===== src/rtl/core/gpt_pkg.sv =====
// Shared types, constants and constant tables of the gray-level point transform.
// Depends on nothing; every other file of the block imports it.
package gpt_pkg;

  localparam int PIX_W   = 8;
  localparam int PIX_N   = 256;
  localparam int FRAC_W  = 16;
  localparam int LUT_W   = 19;
  localparam int GAIN_W  = 16;
  localparam int GAMMA_W = 12;
  localparam int CFG_W   = 16;
  localparam int IDX_W   = 3;
  localparam int EG_W    = 31;
  localparam int LG_W    = 35;
  localparam int NUM_W   = 27;
  localparam int DEN_W   = 19;
  localparam int M_W     = 18;
  localparam int IP_W    = 8;

  localparam logic [PIX_W-1:0]  PIX_MAX = 8'd255;
  localparam logic [31:0]       LN2Q32  = 32'hB172_17F8;

  typedef enum logic [1:0] {
    MODE_NEG     = 2'd0,
    MODE_STRETCH = 2'd1,
    MODE_LOG     = 2'd2,
    MODE_POW     = 2'd3
  } mode_t;

  typedef enum logic [IDX_W-1:0] {
    REG_MODE  = 3'd0,
    REG_MIN   = 3'd1,
    REG_MAX   = 3'd2,
    REG_GAIN  = 3'd3,
    REG_GAMMA = 3'd4
  } reg_idx_t;

  typedef enum logic [1:0] {
    SEL_FIXED = 2'd0,
    SEL_DIV   = 2'd1,
    SEL_POW   = 2'd2
  } sel_t;

  typedef struct packed {
    sel_t             sel;
    logic [PIX_W-1:0] fixed;
  } side_t;

  typedef logic [PIX_N-1:0][LUT_W-1:0] lut_t;

  function automatic logic [63:0] log2_fx(input logic [63:0] x);
    logic [63:0] y;
    logic [63:0] fr;
    int          n;
    n = 0;
    for (int i = 0; i < 40; i++) begin
      if ((x >> (i + 1)) != 64'd0) n = i + 1;
    end
    y  = x << (30 - n);
    fr = 64'd0;
    for (int k = 0; k < FRAC_W; k++) begin
      y  = (y * y) >> 30;
      fr = fr << 1;
      if (y >= 64'h8000_0000) begin
        y     = y >> 1;
        fr[0] = 1'b1;
      end
    end
    return (64'(n) << FRAC_W) | fr;
  endfunction

  function automatic logic [63:0] ln_fx(input logic [63:0] x);
    return (log2_fx(x) * 64'(LN2Q32) + 64'h8000_0000) >> 32;
  endfunction

  function automatic lut_t build_ln_lut();
    lut_t t;
    for (int i = 0; i < PIX_N; i++) t[i] = LUT_W'(ln_fx(64'(i + 1)));
    return t;
  endfunction

  function automatic lut_t build_l2_lut();
    lut_t t;
    for (int i = 0; i < PIX_N; i++) t[i] = LUT_W'(log2_fx(64'(i)));
    return t;
  endfunction

  localparam lut_t LN_LUT = build_ln_lut();
  localparam lut_t L2_LUT = build_l2_lut();

endpackage


===== src/rtl/core/gpt_div.sv =====
// Pipelined restoring divider, one quotient bit a stage, rounded and clamped to a pixel.
// Ten register stages under a shared enable. Depends on gpt_pkg.
module gpt_div (
  input  logic                       clk,
  input  logic                       en,
  input  logic [gpt_pkg::NUM_W-1:0]  num_i,
  input  logic [gpt_pkg::DEN_W-1:0]  den_i,
  output logic [gpt_pkg::PIX_W-1:0]  q_o
);
  import gpt_pkg::*;

  localparam int NB = PIX_W;

  logic [NUM_W-1:0] rem_r [0:NB];
  logic [DEN_W-1:0] den_r [0:NB];
  logic [NB-1:0]    q_r   [0:NB];
  logic             ovf_r [0:NB];
  logic [PIX_W-1:0] q_out_r;

  logic [NUM_W-1:0] sub_w [0:NB-1];
  logic             ge_w  [0:NB-1];
  logic             ovf_w;
  logic [NUM_W:0]   twice_w;
  logic             up_w;
  logic [NB:0]      qs_w;

  always_comb begin
    ovf_w = num_i >= (NUM_W'(den_i) << NB);
    for (int j = 0; j < NB; j++) begin
      sub_w[j] = NUM_W'(den_r[j]) << (NB - 1 - j);
      ge_w[j]  = rem_r[j] >= sub_w[j];
    end
    twice_w = {rem_r[NB], 1'b0};
    up_w    = (twice_w > (NUM_W + 1)'(den_r[NB])) ||
              ((twice_w == (NUM_W + 1)'(den_r[NB])) && q_r[NB][0]);
    qs_w    = {1'b0, q_r[NB]} + (NB + 1)'(up_w);
  end

  always_ff @(posedge clk) begin
    if (en) begin
      rem_r[0] <= num_i;
      den_r[0] <= den_i;
      q_r[0]   <= '0;
      ovf_r[0] <= ovf_w;
      for (int j = 0; j < NB; j++) begin
        rem_r[j+1] <= ge_w[j] ? rem_r[j] - sub_w[j] : rem_r[j];
        den_r[j+1] <= den_r[j];
        q_r[j+1]   <= {q_r[j][NB-2:0], ge_w[j]};
        ovf_r[j+1] <= ovf_r[j];
      end
      q_out_r <= (ovf_r[NB] || qs_w[NB]) ? PIX_MAX : qs_w[NB-1:0];
    end
  end

  assign q_o = q_out_r;

endmodule


===== config.mk =====
export PLATFORM = sky130hd
export DESIGN_NAME = gpt_div
export DESIGN_NICKNAME = d
export VERILOG_FILES = /design/src/rtl/core/gpt_pkg.sv /design/src/rtl/core/gpt_div.sv
export SDC_FILE = /design/constraint.sdc
export NUM_CORES = 1
export LEC_CHECK = 0
export CAP_MARGIN = 20
export CORE_AREA = 2 2 202 204
export DETAILED_ROUTE_END_ITERATION = 12
export DIE_AREA = 0 0 204 206
export DONT_BUFFER_PORTS = 1
export GPL_TIMING_DRIVEN = 0
export PLACE_DENSITY = 0.78
export REMOVE_ABC_BUFFERS = 1
export SLEW_MARGIN = 40
export SYNTH_ARGS = -nofsm -noshare
export SYNTH_HDL_FRONTEND = slang
export SYNTH_SLANG_ARGS = --single-unit

===== constraint.sdc =====
create_clock -name clk -period 4.6 [get_ports clk]
set_input_delay 0 -clock clk [delete_from_list [all_inputs] [get_ports clk]]
set_output_delay 0 -clock clk [all_outputs]
set_load 0.02 [all_outputs]

# Word-level counts from Yosys, hierarchy flattened
# Memories as Yosys holds them, arrays and structs flattened.
# Cells that the tools add are included.
word_totals:
  n_memories: 4
  inputBits: 48
  wordCells: 38
  ff_bits: 8
  output_inout_bits: 8
  ram_bits: 495
memory_table:
  columns: ["memory", "words", "width", "rd", "rd_clocked_by_memory_dff", "wr", "line", "rtl"]
  rows:
  - ["rem_r", 9, 27, 9, 0, 9, "gpt_div.sv:14", "logic [NUM_W-1:0] rem_r [0:NB];"]
  - ["den_r", 9, 19, 9, 0, 9, "gpt_div.sv:15", "logic [DEN_W-1:0] den_r [0:NB];"]
  - ["q_r", 9, 8, 9, 0, 9, "gpt_div.sv:16", "logic [NB-1:0] q_r [0:NB];"]
  - ["ovf_r", 9, 1, 9, 0, 9, "gpt_div.sv:17", "logic ovf_r [0:NB];"]
classes:
  n_eq_ne: 1
  n_lt_le_gt_ge: 10
  muxes: 10
  addsub: 9
  n_reduce_logical: 3
op_table:
  columns: ["op", "n"]
  rows:
  - ["$mux 27", 8]
  - ["$eq 28x19->1", 1]
  - ["$gt 28x19->1", 1]
  - ["$ge 27x19->1", 1]
  - ["$ge 27x20->1", 1]
  - ["$ge 27x21->1", 1]
  - ["$ge 27x22->1", 1]
  - ["$ge 27x23->1", 1]
  - ["$ge 27x24->1", 1]
  - ["$ge 27x25->1", 1]
  - ["$ge 27x26->1", 1]
  - ["$ge 27x27->1", 1]
  - ["$sub 27x19->27", 1]
  - ["$sub 27x20->27", 1]
  - ["$sub 27x21->27", 1]
  - ["$sub 27x22->27", 1]
  - ["$sub 27x23->27", 1]
  - ["$sub 27x24->27", 1]
  - ["$sub 27x25->27", 1]
  - ["$sub 27x26->27", 1]
  - ["$add 8x1->9", 1]
  - ["$logic_or 1x1->1", 2]
  - ["$mux 1", 2]
  - ["$logic_and 1x1->1", 1]

# Logic depth before layout (Yosys ltp)
# An unclocked memory read counts as a cell.
logic_depth:
  ltp_word: 6
  depth_mapped: 16
  ltp_nobuf: 16

# Worst setup path before layout
# Ideal clock, no wire load.
synth_timing:
  path_kind: "register to register"
  from: "memory rem_r[8][12] (netlist: rem_r[0][228])"
  to: "register q_out_r[0] (netlist: q_o[0]) (data pin)"
  setup_slack_ps: 1330
  synth_period_minus_slack_ps: 3270
  required_ps: 4328
  n_path_buf: 0
  stages_incl_launch_ff: 16
  setup_time_ps: 272
  t_arrival_ps: 2998
  cell_sequence: "edfxtp_1 ha_1 a21o_1 a21o_1 a21oi_1 nor2_1 a2111oi_0 o21ai_0 a21oi_1 o211ai_1 ha_1 ha_1 and3_1 and3_1 a31oi_1 nand2b_1"
synth_rtl:
  columns: ["element", "line", "rtl"]
  rows:
  - ["start, declared", "gpt_div.sv:14", null]
  - ["end signal, assigned", "gpt_div.sv:51", "q_out_r <= (ovf_r[NB] || qs_w[NB]) ? PIX_MAX : qs_w[NB-1:0];"]
  - ["end, declared", "gpt_div.sv:18", "logic [PIX_W-1:0] q_out_r;"]

==> impl_metrics.xml <==
<?xml version="1.0" encoding="UTF-8"?>
<metrics>
  <group name="timing">
    <metric name="max_freq" unit="GHz">0.2446</metric>
    <metric name="finClkSkew" unit="ps">29.75</metric>
    <metric name="timing.hold.ws" unit="ps">-471.9</metric>
    <metric name="final.period_utilization" unit="">0.8887</metric>
    <metric name="rsz0062_at_grt" unit="">false</metric>
    <metric name="setup_viol" unit="">0</metric>
    <metric name="drv_slew" unit="">0</metric>
    <metric name="worst_slack" unit="ps">511.8</metric>
    <metric name="slew_headroom" unit="">0.3838</metric>
    <metric name="worst-slew-pin-transition" unit="ps">915.8</metric>
    <metric name="hold_viol" unit="">321</metric>
    <metric name="min_period" unit="ps">4088</metric>
  </group>
  <group name="detailed_routing">
    <metric name="per_cell_routed_wire_length" unit="um">18.01</metric>
    <metric name="drtAntennaViolNets" unit="">0</metric>
    <metric name="average_via_count_per_standard_cell" unit="">5.824</metric>
    <metric name="drc" unit="">0</metric>
    <metric name="drt-total-wl" unit="um">51790</metric>
    <metric name="drt_first_iter_violations" unit="">743</metric>
    <metric name="dr.pass1.iters" unit="">5</metric>
    <metric name="vias" unit="">16750</metric>
  </group>
  <group name="yosys">
    <metric name="post-synth-top-area-fraction" unit="">0.5503</metric>
    <metric name="synthesis.yosys.warnings" unit="">0</metric>
    <metric name="ys_top_cells_by_area" unit="">sky130_fd_sc_hd__edfxtp_1 55%, sky130_fd_sc_hd__ha_1 9.4%, sky130_fd_sc_hd__inv_1 3.5%</metric>
    <metric name="ys_async_sr_fraction" unit="">0</metric>
    <metric name="synth_flop_cell" unit="">sky130_fd_sc_hd__edfxtp_1</metric>
    <metric name="cell_area_synth" unit="um2">25480</metric>
    <metric name="syn_avg_cell_area" unit="um2">11.53</metric>
    <metric name="netlist-cell-type-count" unit="">87</metric>
    <metric name="synth_sequential_area_ratio" unit="">0.5503</metric>
    <metric name="synth_seq_cells" unit="">467</metric>
    <metric name="synth_cells" unit="">2211</metric>
    <metric name="synth-edff-count" unit="">467</metric>
    <metric name="synth_area_leader_cell" unit="">sky130_fd_sc_hd__edfxtp_1</metric>
  </group>
  <group name="global_routing">
    <metric name="grt_pass1_vias" unit="">17040</metric>
    <metric name="track_usage" unit="">0.2499</metric>
    <metric name="grt_max_degree" unit="">468</metric>
    <metric name="antenna_violations_before_repair" unit="">0</metric>
    <metric name="grt_overflow" unit="">0</metric>
    <metric name="grt_first_pass_wirelength" unit="um">82410</metric>
  </group>
  <group name="finish">
    <metric name="layout.cells.most_common_list" unit="">467 x sky130_fd_sc_hd__edfxtp_1, 237 x sky130_fd_sc_hd__inv_1, 191 x sky130_fd_sc_hd__ha_1</metric>
    <metric name="finalCoreUtilization" unit="">0.7125</metric>
    <metric name="n_antenna_cell" unit="">0</metric>
    <metric name="multi_input_comb_area" unit="um2">10470</metric>
    <metric name="seqCellArea" unit="um2">14020</metric>
    <metric name="filler_cell_count" unit="">2678</metric>
    <metric name="layout-drive-gt1-share" unit="">0.06783</metric>
    <metric name="area_growth_syn_to_layout" unit="%">12.35</metric>
    <metric name="final_nets" unit="">2551</metric>
    <metric name="layout.cells.most_common" unit="">sky130_fd_sc_hd__edfxtp_1</metric>
  </group>
  <group name="clock_tree">
    <metric name="cts_hold_buf" unit="">67</metric>
    <metric name="clk_latency" unit="ps">590</metric>
    <metric name="clkSlewWorstSetupHoldPaths" unit="ps">60</metric>
    <metric name="cts_root_buffer" unit="">sky130_fd_sc_hd__clkbuf_16</metric>
    <metric name="cts_post_setup_buffers_inserted" unit="">0</metric>
    <metric name="cts-root-to-sink-buffers" unit="">3</metric>
    <metric name="tritoncts" unit="">built</metric>
    <metric name="ctsResizeCount" unit="">0</metric>
    <metric name="inserted_clock_buffers" unit="">50</metric>
    <metric name="htreeDepth" unit="">2</metric>
    <metric name="cts.sinks" unit="">467</metric>
  </group>
  <group name="pwr">
    <metric name="power_density" unit="nW/um2">580.5</metric>
    <metric name="cell_leakage_power" unit="nW">11.50</metric>
    <metric name="peakVddDrop" unit="mV">0.2998</metric>
  </group>
  <group name="critical_path">
    <metric name="r2r.worst_path.cells" unit="">10</metric>
    <metric name="endpoint_required_time_on_the_critical_path" unit="ps">4910</metric>
    <metric name="critical_path.startpoint_type" unit="">flop</metric>
    <metric name="cp_data_arrival_time" unit="ps">4400</metric>
    <metric name="critical_path_class" unit="">reg2reg</metric>
    <metric name="setup.worst_path.end_class" unit="">flop</metric>
    <metric name="worst-path-max-fanout" unit="">28</metric>
  </group>
  <group name="placed_design">
    <metric name="gp_congestion" unit="">0.9573</metric>
    <metric name="pre_cts_slack" unit="ps">461.9</metric>
    <metric name="place.detailed.hpwl" unit="um">35630</metric>
    <metric name="port_buffers" unit="">0</metric>
  </group>
  <group name="floorplan">
    <metric name="placement_rows" unit="">74</metric>
    <metric name="dieWidth" unit="um">204</metric>
    <metric name="placeableCoreArea" unit="um2">40180</metric>
    <metric name="top_level_ports" unit="">56</metric>
    <metric name="chip_height" unit="um">206</metric>
    <metric name="die_area" unit="um2">42020</metric>
    <metric name="start_util" unit="">0.6342</metric>
  </group>
  <group name="min_path">
    <metric name="hold_path_class" unit="">in2reg</metric>
    <metric name="min_path_cells" unit="">0</metric>
  </group>
  <group name="flow_run">
    <metric name="timing.max_cap.violations" unit="">0</metric>
  </group>
  <group name="outcome">
    <metric name="status" unit="">finished, violations left</metric>
    <metric name="violations" unit="">negative hold slack</metric>
  </group>
</metrics>
layer usage:
metal | up-vias | share of wire | track usage
met5 | - | 0 | 0
li1 | 8308 | - | -
met4 | 0 | 0.066 | 0.1641
met3 | 169 | 0.035 | 0.03185
met2 | 429 | 0.54 | 0.4893
met1 | 7844 | 0.36 | 0.2451
power breakdown:
| part | total, mW | switching (mW) | internal, mW |
|---|---|---|---|
| clock | 4.36 | 1.61 | 2.76 |
| combinational | 5.78 | 3.21 | 2.57 |
| sequential | 6.48 | 0.502 | 5.98 |
| total | 16.6 | 5.31 | 11.3 |
synthesized netlist by cell type (9+ instances only):
cell / instances
sky130_fd_sc_hd__clkbuf_1: 17
sky130_fd_sc_hd__and2_1: 9
sky130_fd_sc_hd__o21bai_1: 19
sky130_fd_sc_hd__nand2b_1: 25
sky130_fd_sc_hd__or3_1: 9
sky130_fd_sc_hd__nor2_1: 133
sky130_fd_sc_hd__nand4_1: 29
sky130_fd_sc_hd__a211oi_1: 14
sky130_fd_sc_hd__nor4_1: 18
sky130_fd_sc_hd__xor2_1: 68
sky130_fd_sc_hd__a21oi_1: 143
sky130_fd_sc_hd__inv_1: 237
sky130_fd_sc_hd__xnor2_1: 82
sky130_fd_sc_hd__o31ai_1: 14
sky130_fd_sc_hd__ha_1: 191
sky130_fd_sc_hd__o21a_1: 29
sky130_fd_sc_hd__o21ai_0: 140
sky130_fd_sc_hd__buf_2: 17
sky130_fd_sc_hd__mux2_2: 33
sky130_fd_sc_hd__nand2_1: 167
sky130_fd_sc_hd__nand3_1: 32
sky130_fd_sc_hd__edfxtp_1: 467
sky130_fd_sc_hd__and3_1: 16
sky130_fd_sc_hd__nor2b_1: 26
sky130_fd_sc_hd__o31a_1: 10
sky130_fd_sc_hd__a31oi_1: 11
sky130_fd_sc_hd__nor3_1: 40
sky130_fd_sc_hd__a21o_1: 66
layout make-up:
| class | instances | area share |
|---|---|---|
| multi-input cells | 1470 | 0.3658 |
| clock inverters | 31 | 0.01569 |
| inverters | 238 | 0.03120 |
| clock buffers | 61 | 0.04737 |
| flip-flops and latches | 467 | 0.4898 |
| repair buffers | 77 | 0.02683 |
| well taps | 532 | 0.02325 |
cell families (layout without fill, tap and decap cells):
group,after synthesis,in the layout,share of synthesized area
xor+xnor,150,150,0.05155
fa+ha+maj,199,199,0.1001
flops,467,467,0.5503
mux,36,36,0.01576
buf+inv,274,407,0.04134
simple gates,553,553,0.1066
compound gates,532,532,0.1343
worst max-delay path, stage by stage (launching register included):
cell and delay, ps:
sky130_fd_sc_hd__edfxtp_1 450, sky130_fd_sc_hd__nor4_2 580, sky130_fd_sc_hd__or3b_1 480, sky130_fd_sc_hd__a31oi_1 400, sky130_fd_sc_hd__nand3_1 170, sky130_fd_sc_hd__a311oi_1 500
sky130_fd_sc_hd__or2_2 550, sky130_fd_sc_hd__inv_2 280, sky130_fd_sc_hd__nand3_2 170, sky130_fd_sc_hd__nor3_1 70, sky130_fd_sc_hd__xor2_1 150
sequential cells by signal, summed over array words and instances (netlist names):
register and count:
q_o 8, q_r 36, ovf_r 9, den_r 171
rem_r 243
stage by stage:
| step | power (mW) | setup TNS (ps) | cells | area (um2) |
|---|---|---|---|---|
| global route | 17.59 | 0 | 2876 | 28630 |
| finish | 16.62 | 0 | 2876 | 28630 |
| detailed placement | 12.17 | 0 | 2716 | 26130 |
| floorplan | 10.84 | 0 | 2175 | 25320 |
| CTS | 16.60 | 0 | 2875 | 28610 |
| global placement | 11.97 | -32890 | 2707 | 25990 |
final timing paths:
| kind | start | to | slack [ps] |
|---|---|---|---|
| max | rem_r[0][185] | rem_r[0][211] | 510 |
| min | en | den_r[0][16] | -470 |
| max reg2reg | rem_r[0][185] | rem_r[0][211] | 510 |
| min reg2reg | q_r[0][59] | q_r[0][68] | 410 |
Power figures use the tool's default switching activity.
